--- src/rtl/core/serial_line_pwm_configurator_defines.svh ---
// Assertion macros used by the serial line PWM configurator controller
`ifndef SERIAL_LINE_PWM_CONFIGURATOR_DEFINES_SVH
`define SERIAL_LINE_PWM_CONFIGURATOR_DEFINES_SVH

// same-cycle implication, checked outside reset
`define SLPC_ASSERT_NOW(lbl, ante, cons) \
  lbl: assert property (@(posedge clk_i) disable iff (!rst_ni) (ante) |-> (cons)) \
    else $error("slpc: same-cycle check failed");

// next-cycle implication, checked outside reset
`define SLPC_ASSERT_NEXT(lbl, ante, cons) \
  lbl: assert property (@(posedge clk_i) disable iff (!rst_ni) (ante) |=> (cons)) \
    else $error("slpc: next-cycle check failed");

`endif

--- src/rtl/core/slpc_pkg.sv ---
// Types and constants of the serial line PWM configurator
package slpc_pkg;

  localparam logic [7:0] CH_CR   = 8'd13;
  localparam logic [7:0] CH_BS   = 8'd8;
  localparam logic [7:0] CH_ZERO = 8'h30;
  localparam logic [7:0] CH_NINE = 8'h39;

  localparam int unsigned NUM_W = 24;
  localparam logic [NUM_W-1:0] NUM_SAT = 24'hFFFFFF;

  localparam int unsigned CNT_W  = 20;
  localparam int unsigned DUTY_W = 7;
  localparam int unsigned STS_W  = 3;

  localparam logic [CNT_W-1:0]  TICKS_PER_SEC = 20'd1000000;
  localparam logic [CNT_W-1:0]  PCT_DIV       = 20'd100;
  localparam logic [CNT_W-1:0]  PERIOD_RST    = 20'd1000000;
  localparam logic [CNT_W-1:0]  PULSE_RST     = 20'd500000;
  localparam logic [DUTY_W-1:0] DUTY_RST      = 7'd50;

  // period / 100 as (period * PCT_RECIP) >> PCT_SHIFT, exact for any 20-bit period
  localparam int unsigned PCT_SHIFT = 27;
  localparam logic [20:0] PCT_RECIP = 21'd1342178;

  localparam logic [STS_W-1:0] ST_FREQ_SEL = 3'd0;
  localparam logic [STS_W-1:0] ST_DUTY_SEL = 3'd1;
  localparam logic [STS_W-1:0] ST_FREQ_SET = 3'd2;
  localparam logic [STS_W-1:0] ST_DUTY_SET = 3'd3;
  localparam logic [STS_W-1:0] ST_INVALID  = 3'd4;

  typedef struct packed {
    logic             store;
    logic             unstore;
    logic             parse_start;
    logic             rd;
    logic             acc;
    logic             clear_line;
    logic             div_freq;
    logic             div_pulse;
    logic             set_period;
    logic             set_duty;
    logic             set_pulse;
    logic             load_out;
    logic [STS_W-1:0] status;
  } slpc_cmd_t;

  typedef struct packed {
    logic is_bs;
    logic is_cr;
    logic line_end;
    logic num_ok;
    logic num_eq1;
    logic num_eq2;
    logic freq_ok;
    logic duty_ok;
    logic div_busy;
  } slpc_sts_t;

endpackage

--- src/rtl/core/slpc_div.sv ---
// Restoring divider, one quotient bit per cycle
module slpc_div (
  input  logic                        clk_i,
  input  logic                        rst_ni,
  input  logic                        start_i,
  input  logic [slpc_pkg::CNT_W-1:0]  dividend_i,
  input  logic [slpc_pkg::CNT_W-1:0]  divisor_i,
  output logic                        busy_o,
  output logic [slpc_pkg::CNT_W-1:0]  quotient_o
);

  localparam int unsigned W    = slpc_pkg::CNT_W;
  localparam int unsigned STPW = $clog2(W + 1);

  logic [STPW-1:0] step_q, step_d;
  logic [W-1:0]    rem_q, rem_d;
  logic [W-1:0]    quo_q, quo_d;
  logic [W-1:0]    dvs_q, dvs_d;
  logic [W:0]      shifted;
  logic            fits;

  assign shifted = {rem_q, quo_q[W-1]};
  assign fits    = shifted >= {1'b0, dvs_q};

  always_comb begin
    step_d = step_q;
    rem_d  = rem_q;
    quo_d  = quo_q;
    dvs_d  = dvs_q;
    if (start_i) begin
      step_d = STPW'(W);
      rem_d  = '0;
      quo_d  = dividend_i;
      dvs_d  = divisor_i;
    end else if (step_q != '0) begin
      step_d = step_q - 1'b1;
      rem_d  = fits ? W'(shifted - {1'b0, dvs_q}) : shifted[W-1:0];
      quo_d  = {quo_q[W-2:0], fits};
    end
  end

  always_ff @(posedge clk_i or negedge rst_ni) begin
    if (!rst_ni) begin
      step_q <= '0;
    end else begin
      step_q <= step_d;
    end
  end

  always_ff @(posedge clk_i) begin
    rem_q <= rem_d;
    quo_q <= quo_d;
    dvs_q <= dvs_d;
  end

  assign busy_o     = step_q != '0;
  assign quotient_o = quo_q;

endmodule

--- src/rtl/core/slpc_dp.sv ---
// Datapath: line store, decimal parser, settings and result register
module slpc_dp #(
  parameter int unsigned LINE_MAX = 16
) (
  input  logic                          clk_i,
  input  logic                          rst_ni,
  input  logic [7:0]                    rx_byte_i,
  input  slpc_pkg::slpc_cmd_t           cmd_i,
  output slpc_pkg::slpc_sts_t           sts_o,
  output logic [slpc_pkg::STS_W-1:0]    status_o,
  output logic [slpc_pkg::CNT_W-1:0]    period_count_o,
  output logic [slpc_pkg::CNT_W-1:0]    pulse_count_o,
  output logic [slpc_pkg::DUTY_W-1:0]   duty_percent_o
);

  localparam int unsigned CW  = $clog2(LINE_MAX + 1);
  localparam int unsigned IW  = $clog2(LINE_MAX);
  localparam int unsigned NW  = slpc_pkg::NUM_W;
  localparam int unsigned W   = slpc_pkg::CNT_W;
  localparam int unsigned DW  = slpc_pkg::DUTY_W;
  localparam int unsigned PPW = W + $bits(slpc_pkg::PCT_RECIP);

  logic [7:0]    line_mem [LINE_MAX];
  logic [7:0]    rd_q;
  logic [CW-1:0] count_q, idx_q;
  logic          ovf_q, bad_q;
  logic [NW-1:0] acc_q;
  logic [W-1:0]  period_q, pulse_q;
  logic [DW-1:0] duty_q;
  logic [W-1:0]  pct_q;

  localparam int unsigned STS_W_L = slpc_pkg::STS_W;
  logic [STS_W_L-1:0] out_status_q;
  logic [W-1:0]  out_period_q, out_pulse_q;
  logic [DW-1:0] out_duty_q;

  logic           is_digit;
  logic [3:0]     digit;
  logic [27:0]    acc_next;
  logic           div_start, div_busy;
  logic [W-1:0]   div_dividend, div_divisor, quotient;
  logic [PPW-1:0] pct_prod;
  logic [26:0]    pulse_prod;

  assign is_digit = rd_q inside {[slpc_pkg::CH_ZERO:slpc_pkg::CH_NINE]};
  assign digit    = 4'(rd_q - slpc_pkg::CH_ZERO);
  assign acc_next = ({4'b0, acc_q} << 3) + ({4'b0, acc_q} << 1) + {24'b0, digit};

  always_ff @(posedge clk_i) begin
    if (cmd_i.store && count_q != CW'(LINE_MAX)) begin
      line_mem[count_q[IW-1:0]] <= rx_byte_i;
    end
    if (cmd_i.rd) begin
      rd_q <= line_mem[idx_q[IW-1:0]];
    end
  end

  always_ff @(posedge clk_i or negedge rst_ni) begin
    if (!rst_ni) begin
      count_q <= '0;
      ovf_q   <= 1'b0;
    end else if (cmd_i.clear_line) begin
      count_q <= '0;
      ovf_q   <= 1'b0;
    end else if (cmd_i.store) begin
      if (count_q != CW'(LINE_MAX)) begin
        count_q <= count_q + 1'b1;
      end else begin
        ovf_q <= 1'b1;
      end
    end else if (cmd_i.unstore && count_q != '0) begin
      count_q <= count_q - 1'b1;
    end
  end

  // parse the stored line, saturating the value
  always_ff @(posedge clk_i) begin
    if (cmd_i.parse_start) begin
      idx_q <= '0;
      acc_q <= '0;
      bad_q <= ovf_q;
    end else if (cmd_i.acc) begin
      idx_q <= idx_q + 1'b1;
      bad_q <= bad_q | !is_digit;
      acc_q <= (acc_next > {4'b0, slpc_pkg::NUM_SAT}) ? slpc_pkg::NUM_SAT : acc_next[NW-1:0];
    end
  end

  assign div_start    = cmd_i.div_freq;
  assign div_dividend = slpc_pkg::TICKS_PER_SEC;
  assign div_divisor  = acc_q[W-1:0];

  slpc_div u_div (
    .clk_i      (clk_i),
    .rst_ni     (rst_ni),
    .start_i    (div_start),
    .dividend_i (div_dividend),
    .divisor_i  (div_divisor),
    .busy_o     (div_busy),
    .quotient_o (quotient)
  );

  // scale the period down to one percent into a register, then weight it by the duty in the next cycle
  assign pct_prod   = PPW'(period_q) * PPW'(slpc_pkg::PCT_RECIP);
  assign pulse_prod = 27'(pct_q) * 27'(duty_q);

  always_ff @(posedge clk_i) begin
    if (cmd_i.div_pulse) begin
      pct_q <= W'(pct_prod[PPW-1:slpc_pkg::PCT_SHIFT]);
    end
  end

  always_ff @(posedge clk_i or negedge rst_ni) begin
    if (!rst_ni) begin
      period_q <= slpc_pkg::PERIOD_RST;
      pulse_q  <= slpc_pkg::PULSE_RST;
      duty_q   <= slpc_pkg::DUTY_RST;
    end else begin
      if (cmd_i.set_period) period_q <= quotient;
      if (cmd_i.set_duty)   duty_q   <= acc_q[DW-1:0];
      if (cmd_i.set_pulse)  pulse_q  <= pulse_prod[W-1:0];
    end
  end

  always_ff @(posedge clk_i) begin
    if (cmd_i.load_out) begin
      out_status_q <= cmd_i.status;
      out_period_q <= period_q;
      out_pulse_q  <= pulse_q;
      out_duty_q   <= duty_q;
    end
  end

  always_comb begin
    sts_o.is_bs    = rx_byte_i == slpc_pkg::CH_BS;
    sts_o.is_cr    = rx_byte_i == slpc_pkg::CH_CR;
    sts_o.line_end = idx_q == count_q;
    sts_o.num_ok   = !bad_q;
    sts_o.num_eq1  = acc_q == NW'(1);
    sts_o.num_eq2  = acc_q == NW'(2);
    sts_o.freq_ok  = acc_q != '0 && acc_q <= {4'b0, slpc_pkg::TICKS_PER_SEC};
    sts_o.duty_ok  = acc_q <= NW'(100);
    sts_o.div_busy = div_busy;
  end

  assign status_o       = out_status_q;
  assign period_count_o = out_period_q;
  assign pulse_count_o  = out_pulse_q;
  assign duty_percent_o = out_duty_q;

endmodule

--- src/rtl/core/slpc_ctrl.sv ---
// Controller: byte handling, line parse sequencing and setting updates
`include "serial_line_pwm_configurator_defines.svh"

module slpc_ctrl (
  input  logic                 clk_i,
  input  logic                 rst_ni,
  input  logic                 in_valid_i,
  output logic                 in_stall_o,
  output logic                 out_valid_o,
  input  logic                 out_stall_i,
  input  slpc_pkg::slpc_sts_t  sts_i,
  output slpc_pkg::slpc_cmd_t  cmd_o
);

  localparam logic [3:0] S_IDLE   = 4'd0;
  localparam logic [3:0] S_RD     = 4'd1;
  localparam logic [3:0] S_ACC    = 4'd2;
  localparam logic [3:0] S_DECIDE = 4'd3;
  localparam logic [3:0] S_DIVF   = 4'd4;
  localparam logic [3:0] S_PSTART = 4'd5;
  localparam logic [3:0] S_DIVP   = 4'd6;
  localparam logic [3:0] S_OUT    = 4'd7;

  logic [3:0]                 state_q, state_d;
  logic                       await_q, await_d;
  logic                       sel_q, sel_d;
  logic [slpc_pkg::STS_W-1:0] status_q, status_d;
  logic                       out_valid_q, out_valid_d;
  logic                       in_accept, out_free;

  assign in_stall_o = state_q != S_IDLE;
  assign in_accept  = in_valid_i && !in_stall_o;
  assign out_free   = !out_valid_q || !out_stall_i;

  always_comb begin
    state_d     = state_q;
    await_d     = await_q;
    sel_d       = sel_q;
    status_d    = status_q;
    out_valid_d = out_valid_q && out_stall_i;
    cmd_o       = '0;
    cmd_o.status = status_q;
    case (state_q)
      S_IDLE: begin
        if (in_accept) begin
          if (sts_i.is_bs) begin
            cmd_o.unstore = 1'b1;
          end else if (sts_i.is_cr) begin
            cmd_o.parse_start = 1'b1;
            state_d = S_RD;
          end else begin
            cmd_o.store = 1'b1;
          end
        end
      end
      S_RD: begin
        if (sts_i.line_end) begin
          state_d = S_DECIDE;
        end else begin
          cmd_o.rd = 1'b1;
          state_d = S_ACC;
        end
      end
      S_ACC: begin
        cmd_o.acc = 1'b1;
        state_d = S_RD;
      end
      S_DECIDE: begin
        cmd_o.clear_line = 1'b1;
        status_d = slpc_pkg::ST_INVALID;
        state_d  = S_OUT;
        if (!await_q) begin
          if (sts_i.num_ok && sts_i.num_eq1) begin
            sel_d    = 1'b0;
            await_d  = 1'b1;
            status_d = slpc_pkg::ST_FREQ_SEL;
          end else if (sts_i.num_ok && sts_i.num_eq2) begin
            sel_d    = 1'b1;
            await_d  = 1'b1;
            status_d = slpc_pkg::ST_DUTY_SEL;
          end
        end else begin
          await_d = 1'b0;
          if (!sel_q) begin
            if (sts_i.num_ok && sts_i.freq_ok) begin
              cmd_o.div_freq = 1'b1;
              status_d = slpc_pkg::ST_FREQ_SET;
              state_d  = S_DIVF;
            end
          end else if (sts_i.num_ok && sts_i.duty_ok) begin
            cmd_o.set_duty = 1'b1;
            status_d = slpc_pkg::ST_DUTY_SET;
            state_d  = S_PSTART;
          end
        end
      end
      S_DIVF: begin
        if (!sts_i.div_busy) begin
          cmd_o.set_period = 1'b1;
          state_d = S_PSTART;
        end
      end
      S_PSTART: begin
        cmd_o.div_pulse = 1'b1;
        state_d = S_DIVP;
      end
      S_DIVP: begin
        cmd_o.set_pulse = 1'b1;
        state_d = S_OUT;
      end
      S_OUT: begin
        // hold until the result register is free
        if (out_free) begin
          cmd_o.load_out = 1'b1;
          out_valid_d = 1'b1;
          state_d = S_IDLE;
        end
      end
      default: begin
        state_d = S_IDLE;
      end
    endcase
  end

  always_ff @(posedge clk_i or negedge rst_ni) begin
    if (!rst_ni) begin
      state_q     <= S_IDLE;
      await_q     <= 1'b0;
      sel_q       <= 1'b0;
      status_q    <= slpc_pkg::ST_FREQ_SEL;
      out_valid_q <= 1'b0;
    end else begin
      state_q     <= state_d;
      await_q     <= await_d;
      sel_q       <= sel_d;
      status_q    <= status_d;
      out_valid_q <= out_valid_d;
    end
  end

  assign out_valid_o = out_valid_q;

  `SLPC_ASSERT_NEXT(a_cr_starts_parse, in_accept && sts_i.is_cr, state_q == S_RD)
  `SLPC_ASSERT_NEXT(a_div_started, cmd_o.div_freq, sts_i.div_busy)
  `SLPC_ASSERT_NOW(a_load_needs_slot, cmd_o.load_out, !out_valid_q || !out_stall_i)
  `SLPC_ASSERT_NEXT(a_choice_arms_value,
                    state_q == S_DECIDE && !await_q && sts_i.num_ok && sts_i.num_eq1,
                    await_q && !sel_q)

endmodule

--- src/rtl/core/serial_line_pwm_configurator.sv ---
// Sequence: a non-CR byte is stored or erased in the idle state; a CR reads and parses each
// stored char, decides, then runs a duty update or a frequency update (20-step divider).
// Throughput: one byte per cycle between lines; one line in flight at a time.
// The result register holds one finished transaction while the next line is collected.
// Reset (async, active low): empty line, awaiting choice, frequency selected,
// period 1000000, pulse 500000, duty 50; line store contents are not cleared.
module serial_line_pwm_configurator #(
  parameter int unsigned LINE_MAX = 16
) (
  input  logic                         clk_i,
  input  logic                         rst_ni,
  input  logic                         in_valid_i,
  output logic                         in_stall_o,
  input  logic [7:0]                   rx_byte_i,
  output logic                         out_valid_o,
  input  logic                         out_stall_i,
  output logic [slpc_pkg::STS_W-1:0]   status_o,
  output logic [slpc_pkg::CNT_W-1:0]   period_count_o,
  output logic [slpc_pkg::CNT_W-1:0]   pulse_count_o,
  output logic [slpc_pkg::DUTY_W-1:0]  duty_percent_o
);

  slpc_pkg::slpc_cmd_t cmd;
  slpc_pkg::slpc_sts_t sts;

  slpc_ctrl u_ctrl (
    .clk_i       (clk_i),
    .rst_ni      (rst_ni),
    .in_valid_i  (in_valid_i),
    .in_stall_o  (in_stall_o),
    .out_valid_o (out_valid_o),
    .out_stall_i (out_stall_i),
    .sts_i       (sts),
    .cmd_o       (cmd)
  );

  slpc_dp #(
    .LINE_MAX (LINE_MAX)
  ) u_dp (
    .clk_i          (clk_i),
    .rst_ni         (rst_ni),
    .rx_byte_i      (rx_byte_i),
    .cmd_i          (cmd),
    .sts_o          (sts),
    .status_o       (status_o),
    .period_count_o (period_count_o),
    .pulse_count_o  (pulse_count_o),
    .duty_percent_o (duty_percent_o)
  );

endmodule

--- config.mk ---
export PLATFORM = sky130hd
export DESIGN_NAME = serial_line_pwm_configurator
export DESIGN_NICKNAME = d
export VERILOG_FILES = /design/src/rtl/core/slpc_pkg.sv /design/src/rtl/core/slpc_div.sv /design/src/rtl/core/slpc_dp.sv /design/src/rtl/core/slpc_ctrl.sv /design/src/rtl/core/serial_line_pwm_configurator.sv
export VERILOG_INCLUDE_DIRS = /design/src /design/src/rtl/core
export SDC_FILE = /design/constraint.sdc
export NUM_CORES = 1
export LEC_CHECK = 0
export ABC_AREA = 1
export ABC_CLOCK_PERIOD_IN_PS = 4900
export BUFFER_PORTS_ARGS = -buffer_cell sky130_fd_sc_hd__buf_4
export CAP_MARGIN = 40
export CORE_ASPECT_RATIO = 0.75
export CORE_MARGIN = 10
export CORE_UTILIZATION = 59
export DETAILED_ROUTE_END_ITERATION = 10
export GPL_ROUTABILITY_DRIVEN = 0
export GPL_TIMING_DRIVEN = 0
export HOLD_SLACK_MARGIN = 0.02
export PLACE_DENSITY = 0.79
export SETUP_SLACK_MARGIN = 0.5
export SYNTH_ARGS = -nofsm -noshare
export SYNTH_HDL_FRONTEND = slang
export SYNTH_SLANG_ARGS = --single-unit
export TNS_END_PERCENT = 50
--- constraint.sdc ---
create_clock -name clk_i -period 4.9 [get_ports clk_i]
set_input_delay 0.49 -clock clk_i [delete_from_list [all_inputs] [get_ports clk_i]]
set_output_delay 0.49 -clock clk_i [all_outputs]
set_load 0.02 [all_outputs]
==> impl_metrics.py, run 1 <==
metrics = {
    "synthesis": {
        "ys.flop_type": "edfxtp_1",
        "synth-async-reset-ratio": 0.188,
        "synthCells": 3417,
        "synth_seq_area_share": 0.334,
        "ys_warn_count": 0,
        "yosysUniqueCellTypes": 50,
        "ys_seq_elements": 357,
        "synth_nets": 3966,
        "avgSynthCellArea_sq_um": 8.52,
        "netlist_area_sq_mm": 0.0291,
        "synth_edf_count": 221,
    },
    "placement": {
        "numPortBuffers": 63,
        "pre_cts_ws_ps": -1120,
        "placedCellCount": 4133,
        "hpwl_mm": 57.7,
    },
    "sta": {
        "fin_skew_ps": 25.7,
        "final.setup.tns_ps": -10860,
        "slew_violations": 0,
        "fmax_ghz": 0.170,
        "period_needed_ps": 5890,
        "rsz0062_at_grt": "yes",
        "worst_pin_slew_ps": 841,
        "worst_slack_ps": -992,
        "post-route-period-util": 1.20,
        "max_slew_margin": 0.435,
        "setup_viol": 14,
        "hold_viol": 0,
    },
    "floorplanning": {
        "ioPinCount": 64,
        "row_count": 70,
        "fp.coreArea_sq_mm": 0.0488,
        "die_area_sq_mm": 0.0587,
        "start_util": 0.597,
        "die_h_microns": 212,
        "die_x_microns": 277,
    },
    "final_layout": {
        "finalNonFillerCells": 4268,
        "layout_common_cells": "nand2_1, inv_1, ha_1",
        "n_antenna_cell": 0,
        "fin_nets": 4140,
        "layout-drive-gt1-share": 0.136,
        "fillers": 3554,
        "mostFrequentLayoutCell": "nand2_1",
        "syn2layout_area_growth_pct": 14.8,
        "post-route-util": 0.685,
    },
    "outcome": {
        "violations": "setup timing",
        "outcome": "finished, violations left",
    },
    "detailed_routing": {
        "first_pass_iters": 6,
        "ant_nets": 0,
        "drt_iter0_drc": 2800,
        "viasPerCell": 5.70,
        "wl_per_cell_microns": 18.7,
        "drc_errors": 0,
        "vias": 24300,
        "wirelength_mm": 79.6,
    },
    "setup_path": {
        "path_max_fanout": 7,
        "crit_buf_inv": 6,
        "worstSetupPathType": "reg2reg",
        "cp.required_ps": 5210,
        "worstPathArrival_ps": 6210,
        "critPathCaptureType": "register",
        "reg2reg_slack_ps": -990,
        "crit_slowest_cell": "dfstp_4",
        "crit_family": "adder cells",
        "critPathMaxStageDelay_ps": 680,
        "startpoint_type": "register",
        "path_cells": "buf_4 -> inv_2 -> fa_1 -> inv_1 -> ha_1 -> inv_1 -> fa_1 -> inv_1 -> fa_2 -> fa_1 -> fa_1 -> ha_4 -> ha_4 -> nand2_1 -> nor2_2 -> inv_2 -> nor2_4 -> nand2_1 -> o211ai_1 -> nand2_1 -> nand3_1 -> nand2_1",
    },
    "cts": {
        "cts_buffers": 37,
        "clock_latency_ps": 580,
        "path_clk_slew_ps": 60,
        "clk_path_buf_depth": 3,
        "cts_root_buf": "clkbuf_16",
        "cts_tree": "built",
        "clock-sinks": 357,
        "htreeDepth": 2,
    },
    "global_routing": {
        "overflow": 0,
        "antenna_found_initial": 0,
        "grtUsageTotal": 0.262,
        "met1_usage": 0.379,
        "grt_max_degree": 65,
        "grt_pass1_vias": 23400,
        "met2_usage": 0.383,
        "grt_pass1_wl_mm": 124,
        "grt-busiest-layer": "met2",
        "use_met3": 0.0725,
    },
    "flow_run": {
        "maxCapViolations": 0,
    },
    "min_path": {
        "holdCritPathClass": "in2reg",
    },
}
flip-flops by register name, indices dropped and copies added (netlist names), 3 cells and up:
name / flops
u_dp.period_count_o: 20
u_dp.line_mem: 128
u_dp.u_div.rem_q: 20
u_dp.u_div.step_q: 5
u_dp.status_o: 3
u_dp.count_q: 5
u_dp.pct_q: 14
u_dp.pulse_count_o: 20
u_dp.idx_q: 5
u_dp.rd_q: 8
u_dp.duty_percent_o: 7
u_dp.pulse_q: 20
u_dp.acc_q: 24
u_dp.u_div.dvs_q: 20
u_dp.period_q: 20
u_ctrl.state_q: 3
u_ctrl.status_q: 3
u_dp.duty_q: 7
u_dp.u_div.quotient_o: 20
layout make-up:
class                           instances  area (sq um)  share of cell area
Timing Repair Buffer                  135          1130              0.0339
Clock buffer                           44           993              0.0297
Inverter                              710          2670              0.0798
Tap cell                              648           811              0.0242
Multi-Input combinational cell       2277         17400               0.521
Sequential cell                       357          9770               0.292
Buffer                                 73           393              0.0117
Clock inverter                         24           245             0.00733
worst register-to-register path, stage by stage (launching register included):
cell and delay (ps):
dfstp_4 680, buf_4 140, inv_2 80, fa_1 490
inv_1 50, ha_1 270, inv_1 80, fa_1 560
inv_1 100, fa_2 580, fa_1 430, fa_1 540
ha_4 220, ha_4 280, nand2_1 90, nor2_2 150
inv_2 70, nor2_4 120, nand2_1 70, o211ai_1 320
nand2_1 150, nand3_1 90, nand2_1 60
stage by stage:
step	hold WS [ps]	cell area, sq um
4_1_cts	209	32900
5_1_grt	220	33400
2_1_floorplan	194	29400
3_3_place_gp	431	30600
6_report	225	33400
3_5_place_dp	300	30700
per-layer routing:
metal  share of wire  routed length, microns
met5               0                       0
met4           0.022                    1720
met2            0.42                   33700
met1            0.43                   34600
met3            0.12                    9540
kinds of logic (layout without fill, tap and decap cells):
group	Yosys count	in the layout	synth area share
buffers and inverters	783	986	0.104
DFF	357	357	0.334
and+or+nand+nor	1293	1293	0.188
adders and majority gates	537	537	0.284
AOI/OAI and AO/OA	399	399	0.0765
xor gates and xnor gates	48	48	0.0144
worst paths after layout:
path / start / endpoint / cells after the start
min: out_stall_i / u_ctrl.out_valid_o / 3
min reg2reg: u_dp.pulse_q[9] / u_dp.pulse_count_o[9] / 0
max in group asynchronous: rst_ni / u_dp.period_q[10] / 3
min in group asynchronous: rst_ni / u_dp.pulse_q[4] / 2
max: u_dp.period_q[14] / u_dp.pct_q[8] / 22
max reg2reg: u_dp.period_q[14] / u_dp.pct_q[8] / 22
synthesized netlist by cell type, types with 12 or more instances:
cell type	count	area share
a21oi_1	112	0.019
o211ai_1	14	0.0036
nand3_1	146	0.025
inv_1	706	0.091
o221ai_1	13	0.0039
a31oi_1	13	0.0028
dfstp_2	17	0.015
nand4_1	40	0.0086
o21ai_0	183	0.031
clkbuf_1	50	0.0064
xnor2_1	15	0.0045
dfrtp_1	50	0.043
nor2_1	295	0.038
ha_1	331	0.14
dfxtp_1	69	0.047
buf_2	12	0.0021
o22ai_1	19	0.0041
nand2_1	721	0.093
fa_1	206	0.14
xor2_1	33	0.0099
nand3_2	24	0.0083
nor3_1	22	0.0038
edfxtp_1	221	0.23
repair_timing:
action                                  CTS  global route
gates resized for setup                 115           124
setup buffers                            59             7
hold buffers                              1             0
endpoints found under the setup margin   27            26
endpoints found under the hold margin    51             0
pin swaps                                39            64
Power of run 1 is left out: the tool's default activity adds up to more than one toggle a clock period on the data nets, which glitch-free logic cannot reach.
==> run 2: changes to the inputs <==
--- a/config.mk
+++ b/config.mk
@@ -7,17 +7,18 @@
 export NUM_CORES = 1
 export LEC_CHECK = 0
 export ABC_AREA = 1
-export ABC_CLOCK_PERIOD_IN_PS = 4900
+export ABC_CLOCK_PERIOD_IN_PS = 5500
 export BUFFER_PORTS_ARGS = -buffer_cell sky130_fd_sc_hd__buf_4
 export CAP_MARGIN = 40
 export CORE_ASPECT_RATIO = 0.75
 export CORE_MARGIN = 10
-export CORE_UTILIZATION = 59
+export CORE_UTILIZATION = 60
+export CTS_CLUSTER_DIAMETER = 150
 export DETAILED_ROUTE_END_ITERATION = 10
 export GPL_ROUTABILITY_DRIVEN = 0
 export GPL_TIMING_DRIVEN = 0
 export HOLD_SLACK_MARGIN = 0.02
-export PLACE_DENSITY = 0.79
+export PLACE_DENSITY = 0.77
 export SETUP_SLACK_MARGIN = 0.5
 export SYNTH_ARGS = -nofsm -noshare
 export SYNTH_HDL_FRONTEND = slang
==> constraint.sdc (replaced) <==
create_clock -name clk_i -period 5.5 [get_ports clk_i]
set_input_delay 0.55 -clock clk_i [delete_from_list [all_inputs] [get_ports clk_i]]
set_output_delay 0.55 -clock clk_i [all_outputs]
set_load 0.02 [all_outputs]
==> run 2 against run 1 <==
Net effect: the flow still finishes with violations (setup timing); core utilization grew 0.87 points; clock skew shrank 7.8 ps; via count shrank 0.63%; critical path depth shrank 1; register-to-register slack gained 900 ps; sequential share of layout area grew 0.32 points; first-iteration DRC count shrank 2.3%; sequential cell count is the same; global-route usage grew 0.90 points; worst hold slack gained 80 ps.
==> impl_metrics.py, run 2 (synthesized netlist as in run 1, its figures left out) <==
metrics = {
    "outcome": {
        "outcome": "finished, violations left",
        "violations": "setup timing",
    },
    "detailed_routing": {
        "ant_nets": 0,
        "vias": 24200,
        "first_pass_iters": 6,
        "drt_iter0_drc": 2737,
        "viasPerCell": 5.68,
        "drc_errors": 0,
        "wl_per_cell_microns": 18.3,
        "wirelength_mm": 78.0,
    },
    "floorplanning": {
        "fp.coreArea_sq_mm": 0.0477,
        "die_h_microns": 211,
        "die_x_microns": 274,
        "ioPinCount": 64,
        "start_util": 0.611,
        "die_area_sq_mm": 0.0578,
        "row_count": 69,
    },
    "setup_path": {
        "worstPathArrival_ps": 5910,
        "worstSetupPathType": "reg2reg",
        "critPathCaptureType": "register",
        "reg2reg_depth": 21,
        "path_max_fanout": 7,
        "startpoint_type": "register",
        "cp.required_ps": 5810,
    },
    "final_layout": {
        "mostFrequentLayoutCell": "nand2_1",
        "largest_reg_flops": 128,
        "finalInstanceArea_sq_mm": 0.0331,
        "layout_common_cells": "nand2_1, inv_1, ha_1",
        "layout-drive-gt1-share": 0.117,
        "fillers": 3587,
        "syn2layout_area_growth_pct": 13.6,
        "finalNonFillerCells": 4257,
        "fin_nets": 4138,
        "n_antenna_cell": 0,
    },
    "global_routing": {
        "grt_max_degree": 36,
        "grt_pass1_vias": 24200,
        "antenna_found_initial": 0,
        "grtUsageTotal": 0.271,
        "overflow": 0,
        "grt_pass1_wl_mm": 127,
    },
    "placement": {
        "postPlaceCellArea_sq_mm": 0.0307,
        "placedCellCount": 4125,
        "numPortBuffers": 63,
        "hpwl_mm": 57.9,
    },
    "sta": {
        "period_needed_ps": 5600,
        "rsz0062_at_grt": "yes",
        "max_slew_margin": 0.430,
        "holdWs_ps": 305,
        "worst_slack_ps": -95.9,
        "setup_viol": 10,
        "fin_skew_ps": 17.9,
        "post-route-period-util": 1.02,
        "fmax_ghz": 0.179,
        "slew_violations": 0,
        "worst_pin_slew_ps": 850,
        "hold_viol": 0,
    },
    "cts": {
        "cts_root_buf": "clkbuf_16",
        "clock_latency_ps": 560,
        "clk_path_buf_depth": 3,
        "htreeDepth": 2,
        "cts_buffers": 37,
        "path_clk_slew_ps": 60,
        "cts_tree": "built",
        "clock-sinks": 357,
    },
    "min_path": {
        "holdCritPathClass": "in2reg",
        "min_path_cells": 3,
    },
    "flow_run": {
        "maxCapViolations": 0,
    },
}
## run 2: changes by cell type in the layout (fill, tap and decap cells not counted), moves of 5 or more
cell      before  now
buf_6         14    9
ha_1         280  291
inv_2         31   25
a21oi_2       20   12
clkinv_2       6    1
dfrtp_2       11    6
a21oi_1       91   99
o21ai_0      160  170
nand2_2       34   23
inv_1        676  683
o21ai_1       20   15
clkbuf_1      48   56
nand2_1      692  707
ha_4          46   37
## run 2: cell type report
type	instances	area, sq um	share of cell area
flip-flops and latches	357	9770	0.295
clock buffers	51	1010	0.0305
clock inverters	17	233	0.00703
plain buffers	73	365	0.0110
multi-input cells	2277	17100	0.518
inverters	710	2670	0.0807
repair buffers	133	1090	0.0331
well taps	639	800	0.0242
## run 2: what timing repair did
item	in CTS	in global routing
setup endpoints to repair	14	25
gates resized for setup	109	46
setup buffers	55	8
hold endpoints to repair	22	0
cloned	0	0
pin swaps	51	12
hold buffers	1	0
## run 2: layer usage
layer  GRT usage  share of wire  vias up  wire length [microns]
met5           0              0        -                      0
met4      0.0859          0.034        0                   2640
met3      0.0514          0.099      217                   7740
met2       0.438           0.46     1212                  35600
met1       0.364           0.41    11500                  32100
li1            -              -    11200                      -
## run 2: final timing paths
check	startpoint	end	slack [ps]
min in group asynchronous	rst_ni	u_dp.pulse_q[2]	480
worst min register to register	u_dp.pulse_q[11]	u_dp.pulse_count_o[11]	450
max in group asynchronous	rst_ni	u_dp.period_q[14]	4380
worst min-delay path	out_stall_i	u_ctrl.out_valid_o	300
worst max-delay path	u_dp.period_q[13]	u_dp.pct_q[12]	-100
worst max register to register	u_dp.period_q[13]	u_dp.pct_q[12]	-100
## run 2: critical path, stage by stage, from the launching register on
cell and delay [ps]:
dfrtp_2 540, clkinvlp_4 220, fa_1 550, inv_1 50, ha_1 280, inv_1 50, fa_1 470, inv_1 60
fa_2 580, fa_1 450, fa_1 540, ha_4 210, ha_4 290, nand2_2 90, nor2_4 140, inv_1 80
nor2_2 150, inv_1 90, nor2_2 110, nand3b_1 180, nand4_1 120, nand2_1 60
## run 2: metrics by stage
step | setup slack (ps) | TNS, ps | util
floorplan | 263 | 0 | -
global placement | -512 | -4330 | 0.643
detailed placement | -526 | -4320 | 0.645
CTS | 25.4 | 0 | 0.690
global route | -293 | -2290 | 0.694
finish | -95.9 | -440 | 0.694
Power of run 2 is left out for the same reason.
